===== config.mk =====
export PLATFORM = sky130hd
export DESIGN_NAME = multi_level_input_classifier_summer
export DESIGN_NICKNAME = d
export VERILOG_FILES = /design/src/mlics_pkg.sv /design/src/mlics_lane.sv /design/src/mlics_merge.sv /design/src/multi_level_input_classifier_summer.sv
export SDC_FILE = /design/constraint.sdc
export NUM_CORES = 1
export LEC_CHECK = 0
export BUFFER_PORTS_ARGS = -buffer_cell sky130_fd_sc_hd__buf_2
export CAP_MARGIN = 10
export CORE_MARGIN = 4
export CORE_UTILIZATION = 45
export DETAILED_ROUTE_END_ITERATION = 7
export GPL_TIMING_DRIVEN = 0
export PLACE_DENSITY = 0.71
export SETUP_SLACK_MARGIN = 0.2
export SYNTH_ARGS = -nofsm -noshare
export SYNTH_HDL_FRONTEND = slang
export SYNTH_SLANG_ARGS = --single-unit

===== constraint.sdc =====
create_clock -name clk -period 7 [get_ports clk]
set_input_delay 0 -clock clk [delete_from_list [all_inputs] [get_ports clk]]
set_output_delay 0 -clock clk [all_outputs]
set_load 0.05 [all_outputs]

===== src/mlics_pkg.sv =====
// Shared types and constants for the multi-level input classifier and summer.
// Used by the lane, merge and top-level modules; depends on nothing else.
package mlics_pkg;

    localparam int NUM_CH       = 5;
    localparam int CHANNELS_DEF = 5;
    localparam int SAMPLE_W     = 10;
    localparam int CODE_W       = 3;
    localparam int REACT_W      = 8;
    localparam int DELTA_W      = 11;
    localparam int TABLE_W      = 64;
    localparam int CFG_IDX_W    = 4;

    // Signal codes.
    localparam logic [CODE_W-1:0] CODE_NONE           = 3'd0;
    localparam logic [CODE_W-1:0] CODE_LOW_INHIBIT    = 3'd1;
    localparam logic [CODE_W-1:0] CODE_NORMAL_INHIBIT = 3'd2;
    localparam logic [CODE_W-1:0] CODE_HIGH_INHIBIT   = 3'd3;
    localparam logic [CODE_W-1:0] CODE_EXCITE_LO      = 3'd4;
    localparam logic [CODE_W-1:0] CODE_EXCITE_MID     = 3'd5;
    localparam logic [CODE_W-1:0] CODE_EXCITE_HI      = 3'd6;
    localparam logic [CODE_W-1:0] CODE_CHARGE         = 3'd7;

    // Configuration register indexes.
    localparam logic [CFG_IDX_W-1:0] REG_LOW_INHIBIT    = 4'd0;
    localparam logic [CFG_IDX_W-1:0] REG_HIGH_INHIBIT   = 4'd1;
    localparam logic [CFG_IDX_W-1:0] REG_NORMAL_INHIBIT = 4'd2;
    localparam logic [CFG_IDX_W-1:0] REG_EXCITE_LO      = 4'd3;
    localparam logic [CFG_IDX_W-1:0] REG_EXCITE_HI      = 4'd4;
    localparam logic [CFG_IDX_W-1:0] REG_EXCITE_MID     = 4'd5;
    localparam logic [CFG_IDX_W-1:0] REG_CHARGE         = 4'd6;
    localparam logic [CFG_IDX_W-1:0] REG_REACTION       = 4'd7;

    typedef struct packed {
        logic [SAMPLE_W-1:0] low_inhibit;
        logic [SAMPLE_W-1:0] high_inhibit;
        logic [SAMPLE_W-1:0] normal_inhibit;
        logic [SAMPLE_W-1:0] excite_lo;
        logic [SAMPLE_W-1:0] excite_hi;
        logic [SAMPLE_W-1:0] excite_mid;
        logic [SAMPLE_W-1:0] charge;
    } levels_t;

    typedef struct packed {
        logic [CODE_W-1:0]         code;
        logic                      charge;
        logic signed [REACT_W-1:0] reaction;
    } lane_t;

    typedef struct packed {
        logic signed [DELTA_W-1:0]        delta;
        logic                             charging;
        logic [NUM_CH-1:0][CODE_W-1:0]    codes;
    } result_t;

endpackage


===== src/mlics_lane.sv =====
// One channel lane: threshold ladder, repeat suppression and reaction lookup.
// Holds the channel's last reported code. Depends on mlics_pkg.
module mlics_lane (
    input  logic                              clk,
    input  logic                              rst_n,
    input  logic                              load,
    input  logic [mlics_pkg::SAMPLE_W-1:0]    sample,
    input  mlics_pkg::levels_t                levels,
    input  logic [mlics_pkg::TABLE_W-1:0]     reaction_table,
    output mlics_pkg::lane_t                  result
);

    logic [mlics_pkg::CODE_W-1:0]         prior_reg;
    logic [mlics_pkg::CODE_W-1:0]         raw_code;
    logic [mlics_pkg::CODE_W-1:0]         code_next;
    logic                                 charge_reg;
    logic                                 charge_next;
    logic signed [mlics_pkg::REACT_W-1:0] react_reg;
    logic signed [mlics_pkg::REACT_W-1:0] react_next;

    // First match wins, whatever order the thresholds are in.
    always_comb
    begin
        if (sample > levels.charge)
            raw_code = mlics_pkg::CODE_CHARGE;
        else if (sample > levels.excite_mid)
            raw_code = mlics_pkg::CODE_EXCITE_MID;
        else if (sample > levels.excite_hi)
            raw_code = mlics_pkg::CODE_EXCITE_HI;
        else if (sample > levels.excite_lo)
            raw_code = mlics_pkg::CODE_EXCITE_LO;
        else if (sample > levels.normal_inhibit)
            raw_code = mlics_pkg::CODE_NORMAL_INHIBIT;
        else if (sample > levels.high_inhibit)
            raw_code = mlics_pkg::CODE_HIGH_INHIBIT;
        else if (sample > levels.low_inhibit)
            raw_code = mlics_pkg::CODE_LOW_INHIBIT;
        else
            raw_code = mlics_pkg::CODE_NONE;
    end

    always_comb
    begin
        charge_next = (raw_code == mlics_pkg::CODE_CHARGE);
        code_next   = (raw_code == prior_reg) ? mlics_pkg::CODE_NONE : raw_code;
        if (code_next == mlics_pkg::CODE_CHARGE)
            react_next = '0;
        else
            react_next = reaction_table[{code_next, 3'b000} +: mlics_pkg::REACT_W];
    end

    // The reported code is also the stored code for the next comparison.
    always_ff @(posedge clk or negedge rst_n)
    begin
        if (!rst_n)
            prior_reg <= mlics_pkg::CODE_NONE;
        else if (load)
            prior_reg <= code_next;
    end

    always_ff @(posedge clk)
    begin
        if (load)
        begin
            charge_reg <= charge_next;
            react_reg  <= react_next;
        end
    end

    assign result.code     = prior_reg;
    assign result.charge   = charge_reg;
    assign result.reaction = react_reg;

    // A nonzero report can never repeat the previous report.
    a_no_repeat: assert property (@(posedge clk) disable iff (!rst_n)
        load |=> (prior_reg == mlics_pkg::CODE_NONE || prior_reg != $past(prior_reg)))
        else $error("lane reported the same code twice in a row");

endmodule


===== src/mlics_merge.sv =====
// Merge stage: sums the lane reactions, ORs the charge flags, registers the result.
// Depends on mlics_pkg.
module mlics_merge (
    input  logic                                   clk,
    input  logic                                   rst_n,
    input  logic                                   load,
    input  mlics_pkg::lane_t [mlics_pkg::NUM_CH-1:0] lanes,
    output mlics_pkg::result_t                     result
);

    mlics_pkg::result_t result_reg;
    mlics_pkg::result_t result_next;

    always_comb
    begin
        result_next.delta    = '0;
        result_next.charging = 1'b0;
        for (int i = 0; i < mlics_pkg::NUM_CH; i++)
        begin
            result_next.delta = result_next.delta
                + {{(mlics_pkg::DELTA_W - mlics_pkg::REACT_W){lanes[i].reaction[7]}},
                   lanes[i].reaction};
            result_next.charging = result_next.charging | lanes[i].charge;
            result_next.codes[i] = lanes[i].code;
        end
    end

    always_ff @(posedge clk)
    begin
        if (load)
            result_reg <= result_next;
    end

    assign result = result_reg;

    // Five signed bytes always stay inside the result's range.
    a_sum_range: assert property (@(posedge clk) disable iff (!rst_n)
        load |-> ($signed(result_next.delta) >= -11'sd640
                  && $signed(result_next.delta) <= 11'sd635))
        else $error("reaction sum out of range");

endmodule


===== src/multi_level_input_classifier_summer.sv =====
// A sample is registered in the lane stage and then in the merge stage; result_valid rises
// once the merge stage holds the result, and the result can transfer from there.
// Throughput: one item per cycle while the output side does not stall; each channel's lane
// updates its stored code in the cycle of the transfer, so the next item can follow at once.
// Reset: stored codes clear to no signal, levels clear to zero, the charge level
// goes to 1023 and the reaction table clears to zero. No clearing pass is needed.
module multi_level_input_classifier_summer #(
    parameter int CHANNELS = mlics_pkg::CHANNELS_DEF
) (
    input  logic                                  clk,
    input  logic                                  rst_n,
    input  logic                                  sample_valid,
    output logic                                  sample_stall,
    input  logic [mlics_pkg::SAMPLE_W-1:0]        sample_0,
    input  logic [mlics_pkg::SAMPLE_W-1:0]        sample_1,
    input  logic [mlics_pkg::SAMPLE_W-1:0]        sample_2,
    input  logic [mlics_pkg::SAMPLE_W-1:0]        sample_3,
    input  logic [mlics_pkg::SAMPLE_W-1:0]        sample_4,
    output logic                                  result_valid,
    input  logic                                  result_stall,
    output logic signed [mlics_pkg::DELTA_W-1:0]  potential_delta,
    output logic                                  charging,
    output logic [mlics_pkg::CODE_W-1:0]          code_0,
    output logic [mlics_pkg::CODE_W-1:0]          code_1,
    output logic [mlics_pkg::CODE_W-1:0]          code_2,
    output logic [mlics_pkg::CODE_W-1:0]          code_3,
    output logic [mlics_pkg::CODE_W-1:0]          code_4,
    input  logic                                  cfg_valid,
    output logic                                  cfg_ready,
    input  logic [mlics_pkg::CFG_IDX_W-1:0]       cfg_index,
    input  logic [mlics_pkg::TABLE_W-1:0]         cfg_data
);

    localparam int ACTIVE = (CHANNELS < mlics_pkg::NUM_CH) ? CHANNELS : mlics_pkg::NUM_CH;

    mlics_pkg::levels_t                      levels_reg;
    logic [mlics_pkg::TABLE_W-1:0]           reaction_reg;
    logic                                    lane_valid_reg;
    logic                                    result_valid_reg;
    logic                                    merge_free;
    logic                                    lane_advance;
    logic                                    accept;
    logic [mlics_pkg::NUM_CH-1:0][mlics_pkg::SAMPLE_W-1:0] samples;
    mlics_pkg::lane_t [mlics_pkg::NUM_CH-1:0] lane_res;
    mlics_pkg::result_t                      result;

    assign cfg_ready = 1'b1;

    always_ff @(posedge clk or negedge rst_n)
    begin
        if (!rst_n)
        begin
            levels_reg   <= '{charge: '1, default: '0};
            reaction_reg <= '0;
        end
        else if (cfg_valid && cfg_ready)
        begin
            unique case (cfg_index)
                mlics_pkg::REG_LOW_INHIBIT:    levels_reg.low_inhibit    <= cfg_data[9:0];
                mlics_pkg::REG_HIGH_INHIBIT:   levels_reg.high_inhibit   <= cfg_data[9:0];
                mlics_pkg::REG_NORMAL_INHIBIT: levels_reg.normal_inhibit <= cfg_data[9:0];
                mlics_pkg::REG_EXCITE_LO:      levels_reg.excite_lo      <= cfg_data[9:0];
                mlics_pkg::REG_EXCITE_HI:      levels_reg.excite_hi      <= cfg_data[9:0];
                mlics_pkg::REG_EXCITE_MID:     levels_reg.excite_mid     <= cfg_data[9:0];
                mlics_pkg::REG_CHARGE:         levels_reg.charge         <= cfg_data[9:0];
                mlics_pkg::REG_REACTION:       reaction_reg              <= cfg_data;
                default: ;
            endcase
        end
    end

    // Two-stage flow: the lane stage moves on whenever the output register is free.
    assign merge_free   = !result_valid_reg || !result_stall;
    assign lane_advance = lane_valid_reg && merge_free;
    assign sample_stall = lane_valid_reg && !merge_free;
    assign accept       = sample_valid && !sample_stall;

    always_ff @(posedge clk or negedge rst_n)
    begin
        if (!rst_n)
        begin
            lane_valid_reg   <= 1'b0;
            result_valid_reg <= 1'b0;
        end
        else
        begin
            if (accept)
                lane_valid_reg <= 1'b1;
            else if (lane_advance)
                lane_valid_reg <= 1'b0;
            if (lane_advance)
                result_valid_reg <= 1'b1;
            else if (!result_stall)
                result_valid_reg <= 1'b0;
        end
    end

    assign samples = {sample_4, sample_3, sample_2, sample_1, sample_0};

    for (genvar i = 0; i < mlics_pkg::NUM_CH; i++)
    begin : g_lane
        if (i < ACTIVE)
        begin : g_on
            mlics_lane u_lane (
                .clk            (clk),
                .rst_n          (rst_n),
                .load           (accept),
                .sample         (samples[i]),
                .levels         (levels_reg),
                .reaction_table (reaction_reg),
                .result         (lane_res[i])
            );
        end
        else
        begin : g_off
            assign lane_res[i] = '0;
        end
    end

    mlics_merge u_merge (
        .clk    (clk),
        .rst_n  (rst_n),
        .load   (lane_advance),
        .lanes  (lane_res),
        .result (result)
    );

    assign result_valid    = result_valid_reg;
    assign potential_delta = result.delta;
    assign charging        = result.charging;
    assign code_0          = result.codes[0];
    assign code_1          = result.codes[1];
    assign code_2          = result.codes[2];
    assign code_3          = result.codes[3];
    assign code_4          = result.codes[4];

    a_stall_cause: assert property (@(posedge clk) disable iff (!rst_n)
        sample_stall |-> (result_valid && result_stall))
        else $error("input stalled while the output side was free");

    a_charge_flag: assert property (@(posedge clk) disable iff (!rst_n)
        (result_valid && (code_0 == mlics_pkg::CODE_CHARGE
                          || code_1 == mlics_pkg::CODE_CHARGE
                          || code_2 == mlics_pkg::CODE_CHARGE
                          || code_3 == mlics_pkg::CODE_CHARGE
                          || code_4 == mlics_pkg::CODE_CHARGE)) |-> charging)
        else $error("charging code reported without the charging flag");

endmodule


# Word level (Yosys, flattened, before mapping)

Cells that the tools add are included.
Widths: inputs -> output; s select.

Output and inout bits: 30
Register bits: 223
Bits of input ports: 123
Word-level logic and storage cells: 165

Mux-type cells: 44
Reduce and logical (&&, ||, !) cells: 18
Shift operators: 5
Equal/unequal tests: 23
Bitwise logic cells: 4
Add/subtract/negate cells: 4
Magnitude comparators: 35

Operators by type and width:

| kind               | count |
|---|---|
| $gt 10x10->1       | 35 |
| $shiftx 64x7->8    | 5 |
| $mux 3             | 35 |
| $add 11x11->11     | 3 |
| $eq 3x3->1 const B | 10 |
| $eq 4x3->1 const B | 4 |
| $reduce_and 2->1   | 8 |
| $eq 3x3->1         | 5 |
| $add 8x8->9        | 1 |
| $mux 1             | 9 |
| $eq 4x2->1 const B | 2 |
| $eq 4x1->1 const B | 1 |
| $logic_not 1->1    | 4 |
| $logic_not 4->1    | 1 |
| $or 1x1->1         | 4 |
| $logic_and 1x1->1  | 3 |
| $ne 2x1->1 const B | 1 |
| $reduce_bool 2->1  | 1 |
| $logic_or 1x1->1   | 1 |

# Logic depth before layout (Yosys ltp)

Gate-level depths: netlist of the first run.

Word-level depth: 11
Mapped depth: 19
Gate-level depth less buffers: 19

# By module

A second synthesis of the first run with hierarchy kept.

Cell total of the unflattened synthesis: 2409
Area total of the unflattened synthesis: 22930.7 µm²

Modules (own cells, without submodules):

| module                                 | area an instance (µm²) | times used | cells an instance |
|---|---|---|---|
| mlics_lane (g_lane[0].g_on.u_lane ...) | 3113.0                 | 4          | 381 |
| multi_level_input_classifier_summer    | 5227.5                 | 1          | 302 |
| mlics_lane (g_lane[4].g_on.u_lane)     | 3259.4                 | 1          | 416 |
| mlics_merge                            | 1991.9                 | 1          | 167 |

# Worst setup path after synthesis of the first run

Ideal clock, no wire load.

Path kind: register to register
Start: reg levels_reg[5] in the netlist's numbering
End: reg g_lane[2].g_on.u_lane.react_reg[0] in the netlist's numbering (data pin)
Clock period less this slack: 3551 ps
Data arrival time: 3288 ps
Buffers on the path: 2
Cell stages (with the launch flop): 15
Setup slack: 3449 ps
Cell sequence: dfstp_2 > inv_1 > ha_1 > a21oi_1 > o21ai_1 > a2111oi_2 > a2bb2o_4 > buf_6 > or2_1 > o41a_1 > a31oi_2 > buf_2 > nor2_1 > o31ai_1 > o21ai_1

Cells in the longest elaborated chain, start to end: 5
Elaborated cells between the ends (all ways): 6
Those cells by class: order compare: 1; eq/ne: 2; shift: 1; mux: 2

Ends and longest elaborated chain:

| element                                       | line                                      | RTL |
|---|---|---|
| start, declared                               | multi_level_input_classifier_summer.sv:36 | `mlics_pkg::levels_t levels_reg;` |
| $gt 10x10->1 *                                | mlics_lane.sv:24                          | `if (sample > levels.charge)` |
| $mux 3 *                                      | mlics_lane.sv:24                          |  |
| $eq 3x3->1                                    | mlics_lane.sv:45                          | `code_next = (raw_code == prior_reg) ? mlics_pkg::CODE_NONE : raw_code;` |
| $mux 3 *                                      | mlics_lane.sv:45                          |  |
| $shiftx 64x7->8 or $eq 3x3->1 (tied branches) | mlics_lane.sv:49, mlics_lane.sv:46        |  |
| end signal, assigned                          | mlics_lane.sv:66                          | `react_reg <= react_next;` |
| end, declared                                 | mlics_lane.sv:18                          | `logic signed [mlics_pkg::REACT_W-1:0] react_reg;` |

Every way passes the cells marked *; elsewhere a longest branch is shown, timed or not.
A chain may end at the register's enable or synchronous reset.

# Worst setup path after layout of the first run

Start: reg levels_reg[23] in the netlist's numbering
End: reg g_lane[3].g_on.u_lane.react_reg[0] in the netlist's numbering (data pin)

Cells in the longest elaborated chain, start to end: 7
Elaborated cells between the ends (all ways): 8
Those cells by class: order compare: 1; eq/ne: 2; shift: 1; mux: 4

Ends and longest elaborated chain:

| element                                       | line                               | RTL |
|---|---|---|
| $gt 10x10->1 *                                | mlics_lane.sv:28                   | `else if (sample > levels.excite_hi)` |
| $mux 3 *                                      | mlics_lane.sv:28                   |  |
| $mux 3 *                                      | mlics_lane.sv:26                   | `else if (sample > levels.excite_mid)` |
| $mux 3 *                                      | mlics_lane.sv:24                   |  |
| $eq 3x3->1                                    | mlics_lane.sv:45                   |  |
| $mux 3 *                                      | mlics_lane.sv:45                   |  |
| $shiftx 64x7->8 or $eq 3x3->1 (tied branches) | mlics_lane.sv:49, mlics_lane.sv:46 |  |
| end signal, assigned                          | mlics_lane.sv:66                   |  |
| end, declared                                 | mlics_lane.sv:18                   |  |

Marks and branches as above.

==> metrics.md, run 1 <==
| Metric | Value |
|---|---|
| Routed WL per cell | 23.73 µm |
| 1st-iter DRT viols | 1832 |
| VDD IR-drop max | ~0.00049 V |
| Largest net degree at the start of global routing | 102 |
| Tot GR Track Use | 0.2779 |
| Distinct cell type count after synthesis | 91 |
| Yosys Warn Count | 0 |
| Ranking of synthesized cells by area | ha_1 (22%), dfrtp_1 (17%), edfxtp_1 (11%), mux2_2 (5.6%), inv_1 (3.3%) |
| Stages on worst setup path | 13 |
| PortBufs | 151 |
| Starting density of the core | 0.4594 |
| Worst Setup SP | levels_reg[23] |
| Final hold vios | 0 |
| Via Count | 18939 |
| Die X | 221.4 µm |
| Register area | ~6000 µm² |
| Vias in the first global route | 18162 |
| Post-route minimum period | 5.026 ns |
| Seq/Total Area, Yosys | 0.2905 |
| Die ar. | about 50000 µm² |
| Die Span Y | 221.4 µm |
| Pwr dens | 466.6 nW/µm² |
| Max_cap viols | 0 |
| Async SR Flop Fraction | 0.6771 |
| Total clock sinks | around 220 |
| Post-route design area | 23690 µm² |
| Least-Margin Pin Slew | 1.298 ns |
| Critical path type | reg2reg |
| Max Clk Rate | 199.0 MHz |
| Routability Congestion | 0.9912 |
| # DRC | 0 |
| Top-count cell post-synth | ha_1 |
| Area of the multi-input gates | 13600 µm² |
| Rows | 77 |
| Synth Net Count | 2651 |
| RSZ-0062 raised after global routing | false |
| Critical path's top delay family | compound AO/OA/AOI/OAI gates |
| Area Growth Syn to Fin | 15.57% |
| Initial antenna violation count | 2 |
| Io pins | 153 |
| WP data arrival | 5.34 ns |
| Hold_buf cts | 77 |
| DR pass1 iterations | 6 |
| Routed Antenna Nets | 0 |
| Crit Path Max Fanout | 10 |
| Post-CTS resize count | 0 |
| CP required | 7.31 ns |
| First-pass GRT wire length | 107300 µm |
| Synth cell count leaders | ha_1 (368), inv_1 (179), nand2_1 (142) |
| Setup repair bufs after CTS | 0 |
| DRT Wirelength | 71530 µm |
| Top FF cell, synth | dfrtp_1 |
| H-tree depth | 1 |
| Yosys top cell by area | ha_1 |
| Setup Skew | 0.04821 ns |
| Post-Syn Instances | roughly 2100 |
| Flop2flop setup slack | 1.97 ns |
| R2R Path Start | levels_reg[23] |
| CTS Buffer Depth | 3 |
| EDFF count, synth | slightly above 70 |
| TNS Setup | 0 ns |
| Setup crit end | g_lane[3].g_on.u_lane.react_reg[0] |
| # setup viols final | 0 |
| Worst setup EP type | register |
| Yosys reg bits | 223 |
| Worst slew margin | 0.1270 |
| Utilization after layout | 0.5310 |
| Share of cells above drive strength 1 | 0.1495 |
| Vias per cell | 6.282 |
| Status | complete, no violations |
| Post-DP HPWL | 56560 µm |
| CP Buf/Inv Count | 2 |
| Fill cells | ~4000 |
| Final #Nets | 2911 |
| Core ar. | 44610 µm² |
| Pleak | 0.01083 µW |
| Num CTS Buffers | 26 |
| HP Class | in2async |
| Clk Latency, worst-skew pair | roughly 0.58 ns |
| Worst-path clk slew | 0.06 ns |
| Avg Cell Area, Syn | 9.567 µm² |
| RR Endpoint | g_lane[3].g_on.u_lane.react_reg[0] |
| Max-slew violations | 0 |
| Synth Cell Area | 20490 µm² |
| TritonCTS clock tree | yes |
| Tcrit/Tclk final | 0.7180 |
| Worst-case reg-to-reg path depth | 13 |
| Clock Root Buffer | clkbuf_16 |
| Crit-path max cell delay | 0.95 ns |
| Post-DP Area | 22060 µm² |
| Total gr overflow | 0 |
| Slowest cell on crit path | a2111oi_0 |
| Synth top area share | 0.2247 |
| Max reg flops | 70 |
| Startpoint Class | register |
| CP Cell Sequence | inv_1, ha_1, a21o_1, a211oi_1, o32ai_1, o31a_1, a2111oi_0, nor2_1, buf_2, a311oi_1, and2_1, a31oi_1, a221oi_1 |
[cell families (layout without fill, tap and decap cells)]
logic type	Yosys count	in the layout	share of synthesized area
mux	160	160	0.08474
flops	223	223	0.2905
fa+ha+maj	386	386	0.2423
buf+inv	241	521	0.04634
xor+xnor	24	24	0.01099
other cells	1	2	0.0001830
compound gates	613	613	0.2052
simple gates	494	494	0.1198
[placed cells by master, fill, tap and decap left out, types with 11 or more instances in the layout]
master / n
inv_1: 179
nand4_1: 62
mux2i_1: 52
and3_1: 12
dfrtp_1: 141
o22a_1: 17
o21ai_1: 19
o31a_1: 11
nand2b_1: 28
ha_1: 368
o21ai_0: 117
o22ai_1: 24
nand2_1: 142
a21oi_1: 126
a211oi_1: 36
or3_1: 12
o211ai_1: 14
fa_1: 18
mux2_2: 102
a31oi_1: 24
a2111oi_0: 20
a21o_1: 56
clkbuf_16: 26
a221oi_1: 25
xnor2_1: 15
dlygate4sd3_1: 77
edfxtp_1: 72
nor2_1: 98
nand3_1: 27
buf_2: 166
and2_1: 13
and4_1: 14
nor3_1: 48
o31ai_1: 16
clkbuf_1: 44
[power by group]
part | internal (µW) | switching [µW]
logic | 2850 | 4390
registers | 2080 | 412
clock network | 740 | 578
total | 5670 | 5380
[area by class of cell]
type                            instances  share of cell area
Multi-Input combinational cell       1678              0.5743
Sequential cell                       223              0.2513
Timing Repair Buffer                  232             0.06841
Tap cell                              592             0.03127
Clock buffer                           35             0.02932
Inverter                              182             0.02890
Buffer                                 59             0.01125
Clock inverter                         13            0.005124
Antenna cell                            1           0.0001057
[stage by stage]
stage	instances	hold WS (ns)	worst slack, ns	total power (µW)
after floorplan	2142	-0.2956	3.449	7491
after global placement	2885	0.2104	2.114	9274
after detailed placement	2887	-0.01996	2.096	9530
after CTS	3012	0.02086	2.101	10900
after global routing	3015	0.06556	1.630	11940
final	3015	0.01801	1.974	11050
[how the worst min path moves through the flow]
stage | from | to | slack, ns | depth (start not counted)
2_1_floorplan | rst_n | g_lane[0].g_on.u_lane.prior_reg[0] | -0.30 | 0
3_5_place_dp | rst_n | levels_reg[60] | -0.02 | 1
5_1_grt | rst_n | levels_reg[60] | 0.07 | 3
6_report | rst_n | levels_reg[60] | 0.02 | 3
3_3_place_gp | cfg_data[17] | reaction_reg[17] | 0.21 | 3
4_1_cts | cfg_index[1] | levels_reg[15] | 0.02 | 4
[metal layers]
metal	up-vias	global-route usage	share of wire
li1	8661	-	-
met1	9314	0.4029	0.45
met2	848	0.4312	0.44
met3	116	0.04996	0.086
met4	0	0.07047	0.026
met5	-	0	0
[worst register-to-register path: cells and delay by family, from the launching register on]
| family | cells | cell delay (ns) |
|---|---|---|
| AOI/OAI and AO/OA | 8 | 3.21 |
| buffers and inverters | 2 | 0.50 |
| and+or+nand+nor | 2 | 0.39 |
| DFF | 1 | 0.37 |
| adders and majority gates | 1 | 0.32 |
Note: power is estimated with default switching activity, not from simulation.
==> inputs of run 2 (changes only) <==
--- a/config.mk
+++ b/config.mk
@@ -5,13 +5,14 @@
 export SDC_FILE = /design/constraint.sdc
 export NUM_CORES = 1
 export LEC_CHECK = 0
+export ABC_AREA = 1
 export BUFFER_PORTS_ARGS = -buffer_cell sky130_fd_sc_hd__buf_2
 export CAP_MARGIN = 10
 export CORE_MARGIN = 4
 export CORE_UTILIZATION = 45
 export DETAILED_ROUTE_END_ITERATION = 7
 export GPL_TIMING_DRIVEN = 0
-export PLACE_DENSITY = 0.71
+export PLACE_DENSITY = 0.73
 export SETUP_SLACK_MARGIN = 0.2
 export SYNTH_ARGS = -nofsm -noshare
 export SYNTH_HDL_FRONTEND = slang
==> constraint.sdc (replaced) <==
create_clock -name clk -period 4.24 [get_ports clk]
set_input_delay 0 -clock clk [delete_from_list [all_inputs] [get_ports clk]]
set_output_delay 0 -clock clk [all_outputs]
set_load 0.05 [all_outputs]
==> metrics.md, run 2 <==
| Metric | Value |
|---|---|
| Tcrit/Tclk final | 0.9045 (was 0.7180) |
| Async SR Flop Fraction | 0.6771 (unchanged) |
| Worst setup EP type | register (unchanged) |
| Placed Cells | 3714 (was 2887) |
| R2R Path Start | levels_reg[5] (was levels_reg[23]) |
| Worst slew margin | 0.5126 (was 0.1270) |
| Top FF cell, synth | dfrtp_1 (unchanged) |
| Total clock sinks | 223 (unchanged) |
| Startpoint Class | register (unchanged) |
| H-tree depth | 1 (unchanged) |
| # DRC | 0 (unchanged) |
| Max-slew violations | 0 (unchanged) |
| Post-Syn Instances | 2953 (was 2142) |
| Grt peak-use layer | met1 (was met2) |
| Worst-path clk slew | 0.06 ns (about the same) |
| CTS Buffer Depth | 3 (unchanged) |
| Share of cells above drive strength 1 | 0.1036 (was 0.1495) |
| Tot Pwr | 18670 µW (was 11050 µW) |
| Commonest non-fill, non-tap cell in the layout | nand2_1 (was ha_1) |
| Rows | 79 (was 77) |
| Die Span Y | 226.9 µm (was 221.4 µm) |
| Synth top area share | 0.2135 (was 0.2247) |
| Post-DP HPWL | 59290 µm (was 56560 µm) |
| Most frequent cells in the layout | nand2_1 (800), ha_1 (368), nand3_1 (335) (was ha_1 (368), inv_1 (179), buf_2 (166)) |
| Max reg flops | 70 (unchanged) |
| Vias per cell | 5.562 (was 6.282) |
| Post-route minimum period | 3.835 ns (was 5.026 ns) |
| RSZ-0062 raised after global routing | false (unchanged) |
| Met3 Use GR | 0.08021 (was 0.04996) |
| Yosys top cell by area | ha_1 (unchanged) |
| Max Clk Rate | 260.8 MHz (was 199.0 MHz) |
| Met2 Use GR | 0.4118 (was 0.4312) |
| Ranking of synthesized cells by area | ha_1 (21%), dfrtp_1 (16%), nand2_1 (14%), edfxtp_1 (10%), nand3_1 (7.8%) (was ha_1 (22%), dfrtp_1 (17%), edfxtp_1 (11%), mux2_2 (5.6%), inv_1 (3.3%)) |
| Utilization after layout | 0.5284 (was 0.5310) |
| Critical path type | reg2reg (unchanged) |
| Worst-case reg-to-reg path depth | 21 (was 13) |
| Synth Cell Area | 21570 µm² (was 20490 µm²) |
| Post-route design area | 24810 µm² (was 23690 µm²) |
| TritonCTS clock tree | yes (unchanged) |
| Die ar. | 51500 µm² (was 49020 µm²) |
| Status | complete, no violations (unchanged) |
| Avg Cell Area, Syn | 7.304 µm² (was 9.567 µm²) |
| Setup repair bufs after CTS | 0 (unchanged) |
| Post-CTS resize count | 0 (unchanged) |
| Pwr dens | 752.5 nW/µm² (was 466.6 nW/µm²) |
| Critical hold path startpoint | sample_valid |
| DR pass1 iterations | 7 (was 6) |
| Yosys Warn Count | 0 (unchanged) |
| Hold worst-path end | g_lane[4].g_on.u_lane.prior_reg[0] |
| HP Class | in2reg (was in2async) |
| Flop2flop setup slack | 0.41 ns (was 1.97 ns) |
| 1st-iter DRT viols | 2402 (was 1832) |
| ANT cells | 0 (was 1) |
| VDD IR-drop max | 0.0007249 V (was 0.0004937 V) |
| Setup Skew | 0.01480 ns (was 0.04821 ns) |
| Distinct cell type count after synthesis | 43 (was 91) |
| WP data arrival | 4.15 ns (was 5.34 ns) |
| Tot GR Track Use | 0.2867 (was 0.2779) |
| Total gr overflow | 0 (unchanged) |
| Least-Margin Pin Slew | 0.7312 ns (was 1.298 ns) |
| Routability Congestion | 1.038 (was 0.9912) |
| Routed Antenna Nets | 0 (unchanged) |
| RR Endpoint | g_lane[0].g_on.u_lane.react_reg[3] (was g_lane[3].g_on.u_lane.react_reg[0]) |
| Crit Path Max Fanout | 10 (unchanged) |
| Final #Nets | 3713 (was 2911) |
| EDFF count, synth | 72 (unchanged) |
| TNS Setup | 0 ns (unchanged) |
| Seq/Total Area, Yosys | 0.2760 (was 0.2905) |
| Synth cell count leaders | nand2_1 (800), ha_1 (368), nand3_1 (335) (was ha_1 (368), inv_1 (179), nand2_1 (142)) |
| Yosys reg bits | 223 (unchanged) |
| Clock Root Buffer | clkbuf_16 (unchanged) |
| Largest net degree at the start of global routing | 104 (was 102) |
| Initial antenna violation count | 2 (unchanged) |
| Starting density of the core | 0.4594 (about the same) |
| First-pass GRT wire length | 113300 µm (was 107300 µm) |
| Max_cap viols | 0 (unchanged) |
| DRT Wirelength | 75060 µm (was 71530 µm) |
| Synth Net Count | 3462 (was 2651) |
| Worst Hold Path Cells | 3 |
| Top-count cell post-synth | nand2_1 (was ha_1) |
| Num CTS Buffers | 27 (was 26) |
| # setup viols final | 0 (unchanged) |
| Final hold vios | 0 (unchanged) |
| Worst Setup SP | levels_reg[5] (was levels_reg[23]) |
| Die X | 226.9 µm (was 221.4 µm) |
| Hold_buf cts | 68 (was 77) |
| Layout Cells excl Fill | 3832 (was 3015) |
| CP required | 4.55 ns (was 7.31 ns) |
| Io pins | 153 (unchanged) |
| Post-DP Area | 23180 µm² (was 22060 µm²) |
| Clk Latency, worst-skew pair | 0.59 ns (was 0.58 ns) |
| Routed WL per cell | 19.59 µm (was 23.73 µm) |
| Area Growth Syn to Fin | 15.02% (was 15.57%) |
| Pleak | 0.01277 µW (was 0.01083 µW) |
| M1 GR Usage | 0.4216 (was 0.4029) |
| Via Count | 21312 (was 18939) |
| Vias in the first global route | 19523 (was 18162) |
| PortBufs | 151 (unchanged) |
| Core ar. | 46950 µm² (was 44610 µm²) |
-- run 2: changes by cell type in the layout (fill, tap and decap cells not counted), sizes merged, moves of 26 or more --
cell,previous run,this run
buf,178,207
nand3,27,339
a2111oi,26,0
nand2,143,834
mux2i,52,0
nor3,49,6
a211oi,36,0
mux2,108,0
o21ai,137,179
inv,183,341
a21o,56,24
nor2,100,310
nand2b,28,0
-- run 2: cells by family (layout without fill, tap and decap cells) --
group / count (synthesis) / count (layout) / share of synthesized area
AOI/OAI and AO/OA: 370 / 370 / 0.09763
xor gates and xnor gates: 15 / 15 / 0.006091
adders and majority gates: 386 / 386 / 0.2302
buffers and inverters: 427 / 699 / 0.08382
DFF: 223 / 223 / 0.2760
other: 1 / 1 / 0.0001739
and+or+nand+nor: 1531 / 1531 / 0.3061
-- run 2: how the worst max path moves through the flow --
stage	endpoint	slack (ns)	cells past startpoint
after detailed placement	g_lane[0].g_on.u_lane.react_reg[7]	0.60	21
after global placement	g_lane[1].g_on.u_lane.react_reg[7]	0.59	17
after global routing	g_lane[0].g_on.u_lane.react_reg[3]	0.23	21
after CTS	g_lane[0].g_on.u_lane.react_reg[7]	0.58	21
final	g_lane[0].g_on.u_lane.react_reg[3]	0.41	21
after floorplan	u_merge.result[25]	0.90	17
-- run 2: cell type report --
type	count	area, µm²
fillers	4516	22140
plain buffers	88	535.5
well taps	607	759.5
inverters	339	1272
multi-input cells	2303	13820
repair buffers	222	1539
clock buffers	32	725.7
clock inverters	18	203.9
flip-flops and latches	223	5953
-- run 2: worst max-delay path, stage by stage, from the launching register on --
cell and delay [ns]:
dfstp_2 0.52, inv_1 0.14, ha_1 0.34, nand2_1 0.07, nor2_1 0.25, nand3_1 0.11
nand3_1 0.10, nand2_2 0.14, nand2_2 0.15, inv_2 0.05, nand2_2 0.12, nor2_1 0.06
nor2_1 0.08, nand2_1 0.06, nor2_2 0.09, nand2_2 0.08, nand2_1 0.18, buf_2 0.27
o21ai_0 0.17, nand2_1 0.10, nor2_1 0.05, nor2_1 0.41
-- run 2: layer usage --
metal  vias up  share of wire  routed length [µm]
met3       162           0.12                8961
met5         -        0.00017                  13
met4         2          0.034                2540
met1      9787           0.44               33360
li1      10300              -                   -
met2      1061           0.40               30190
-- run 2: per-stage QoR --
stage / worst slack [ns] / hold slack [ns]
floorplan: 0.9046 / -0.2956
global placement: 0.5922 / 0.2084
detailed placement: 0.5961 / -0.04359
CTS: 0.5828 / 0.009397
global route: 0.2301 / 0.05403
finish: 0.4050 / 0.06675
-- run 2: report_power, final --
part	leakage, µW	switching, µW	internal [µW]
clock	0.000453	1050	1420
sequential	0.00252	434	3420
combinational	0.00980	8070	4270
total	0.0128	9550	9110
==> inputs of run 3 (changes only) <==
--- a/config.mk
+++ b/config.mk
@@ -17,3 +17,4 @@
 export SYNTH_ARGS = -nofsm -noshare
 export SYNTH_HDL_FRONTEND = slang
 export SYNTH_SLANG_ARGS = --single-unit
+export TNS_END_PERCENT = 30
==> constraint.sdc (replaced) <==
create_clock -name clk -period 4.24 [get_ports clk]
set_input_delay 0.848 -clock clk [delete_from_list [all_inputs] [get_ports clk]]
set_output_delay 0.848 -clock clk [all_outputs]
set_load 0.05 [all_outputs]
==> metrics.md, run 3 (same netlist as run 2, synthesis figures left out) <==
| Metric | Value |
|---|---|
| 1st-iter DRT viols | 2447 (was 2402) |
| DRT Wirelength | 73890 µm (was 75060 µm) |
| WP data arrival | 4.16 ns (was 4.15 ns) |
| Via Count | 20999 (was 21312) |
| Vias in the first global route | 19054 (was 19523) |
| Critical path type | reg2reg (unchanged) |
| Post-DP HPWL | 59290 µm (unchanged) |
| Pleak | 0.01248 µW (was 0.01277 µW) |
| Io pins | 153 (unchanged) |
| Slowest cell on crit path | dfstp_2 (unchanged) |
| CP Buf/Inv Count | 3 (unchanged) |
| Commonest non-fill, non-tap cell in the layout | nand2_1 (unchanged) |
| Max Clk Rate | 260.0 MHz (was 260.8 MHz) |
| Clk Latency, worst-skew pair | 0.60 ns (was 0.59 ns) |
| Initial antenna violation count | 2 (unchanged) |
| Final worst setup slack | 0.3935 ns (was 0.4050 ns) |
| Worst slew margin | 0.5159 (was 0.5126) |
| HP Class | in2async (was in2reg) |
| Setup repair bufs after CTS | 0 (unchanged) |
| Routed WL per cell | 19.63 µm (was 19.59 µm) |
| TritonCTS clock tree | yes (unchanged) |
| Startpoint Class | register (unchanged) |
| Clock Root Buffer | clkbuf_16 (unchanged) |
| Routed Antenna Nets | 0 (unchanged) |
| First-pass GRT wire length | 111200 µm (was 113300 µm) |
| ANT cells | 0 (unchanged) |
| Num CTS Buffers | 27 (unchanged) |
| Max_cap viols | 0 (unchanged) |
| DR pass1 iterations | 6 (was 7) |
| Final #Nets | 3645 (was 3713) |
| Tot GR Track Use | 0.2817 (was 0.2867) |
| Status | complete, no violations (unchanged) |
| Final hold vios | 0 (unchanged) |
| Share of cells above drive strength 1 | 0.1055 (was 0.1036) |
| Tcrit/Tclk final | 0.9072 (was 0.9045) |
| Max-slew violations | 0 (unchanged) |
| Crit Path Max Fanout | 10 (unchanged) |
| Routability Congestion | 1.038 (unchanged) |
| Post-route minimum period | 3.846 ns (was 3.835 ns) |
| PortBufs | 151 (unchanged) |
| Setup Skew | 0.02092 ns (was 0.01480 ns) |
| Die X | 226.9 µm (unchanged) |
| Critical path's top delay family | simple AND/OR/NAND/NOR gates (unchanged) |
| Max reg flops | 70 (unchanged) |
| Rows | 79 (unchanged) |
| Worst setup EP type | register (unchanged) |
| Worst-path clk slew | 0.06 ns (about the same) |
| Hold_buf cts | 0 (was 68) |
| Total gr overflow | 0 (unchanged) |
| Hold slack final | 0.1681 ns (was 0.06675 ns) |
| CP Cell Sequence | inv_1, ha_1, nand2_1, nor2_1, nand3_1, nand3_1, nand2_2, nand2_2, inv_2, nand2_2, nor2_1, nor2_1, nand2_1, nor2_2, nand2_2, nand2_1, buf_2, o21ai_0, nand2_1, nor2_1, nor2_1 (unchanged) |
| Cell mode on critical path | nor2_1 (unchanged) |
| Area Growth Syn to Fin | 11.78% (was 15.02%) |
| Most frequent cells in the layout | nand2_1 (800), ha_1 (368), nand3_1 (335) (unchanged) |
| Largest net degree at the start of global routing | 104 (unchanged) |
| # setup viols final | 0 (unchanged) |
| CTS Buffer Depth | 3 (unchanged) |
| CP required | 4.55 ns (about the same) |
| Starting density of the core | 0.4594 (unchanged) |
| VDD IR-drop max | 0.0007253 V (was 0.0007249 V) |
| Core ar. | 46950 µm² (unchanged) |
| Die ar. | 51500 µm² (unchanged) |
| Total clock sinks | 223 (unchanged) |
| TNS Setup | 0 ns (unchanged) |
| # DRC | 0 (unchanged) |
| Post-DP Area | 23180 µm² (unchanged) |
| Utilization after layout | 0.5135 (was 0.5284) |
| Die Span Y | 226.9 µm (unchanged) |
| Least-Margin Pin Slew | 0.7262 ns (was 0.7312 ns) |
| Setup Slack @ Placement | 0.07539 ns (was 0.5961 ns) |
| Post-route design area | 24110 µm² (was 24810 µm²) |
| H-tree depth | 1 (unchanged) |
| RSZ-0062 raised after global routing | false (unchanged) |
| Vias per cell | 5.579 (was 5.562) |
| Pwr dens | 772.3 nW/µm² (was 752.5 nW/µm²) |
| Post-CTS resize count | 0 (unchanged) |
| Crit-path max cell delay | 0.52 ns (about the same) |
run 3: layout make-up:
type	instances	area, µm²
fill	4613	22840
multi-input combinational	2303	13820
sequential	223	5953
inverter	339	1272
timing repair buffer	154	840.8
tap	607	759.5
clock buffer	32	725.7
buffer	88	535.5
clock inverter	18	203.9
run 3: final timing paths:
path | end | from | slack, ns | cells after the start
hold reg to reg | u_merge.result[14] | g_lane[4].g_on.u_lane.prior_reg[2] | 0.45 | 0
hold / removal | g_lane[1].g_on.u_lane.prior_reg[2] | rst_n | 0.17 | 1
max in group asynchronous | levels_reg[53] | rst_n | 3.20 | 2
setup reg to reg | g_lane[0].g_on.u_lane.react_reg[3] | levels_reg[5] | 0.39 | 21
min in group clk | u_merge.result[14] | g_lane[4].g_on.u_lane.prior_reg[2] | 0.45 | 0
setup / recovery | g_lane[0].g_on.u_lane.react_reg[3] | levels_reg[5] | 0.39 | 21
run 3: report_power, final:
group          leakage (µW)  switching, µW  internal, µW
sequential          0.00252            435          3420
clock              0.000453           1050          1420
combinational       0.00950           8060          4230
run 3: routing by layer:
| layer | routed length (µm) | vias up | GRT usage |
|---|---|---|---|
| met1 | 32780 | 9606 | 0.4193 |
| met4 | 2412 | 0 | 0.08335 |
| li1 | - | 10172 | - |
| met3 | 9275 | 149 | 0.07840 |
| met5 | 0 | - | 0 |
| met2 | 29420 | 1072 | 0.3987 |
run 3: per-stage QoR:
stage	total power, µW	std cells
after floorplan	12540	2953
after global placement	15660	3711
after detailed placement	15900	3714
after CTS	18430	3764
after global routing	20410	3764
final	18620	3764
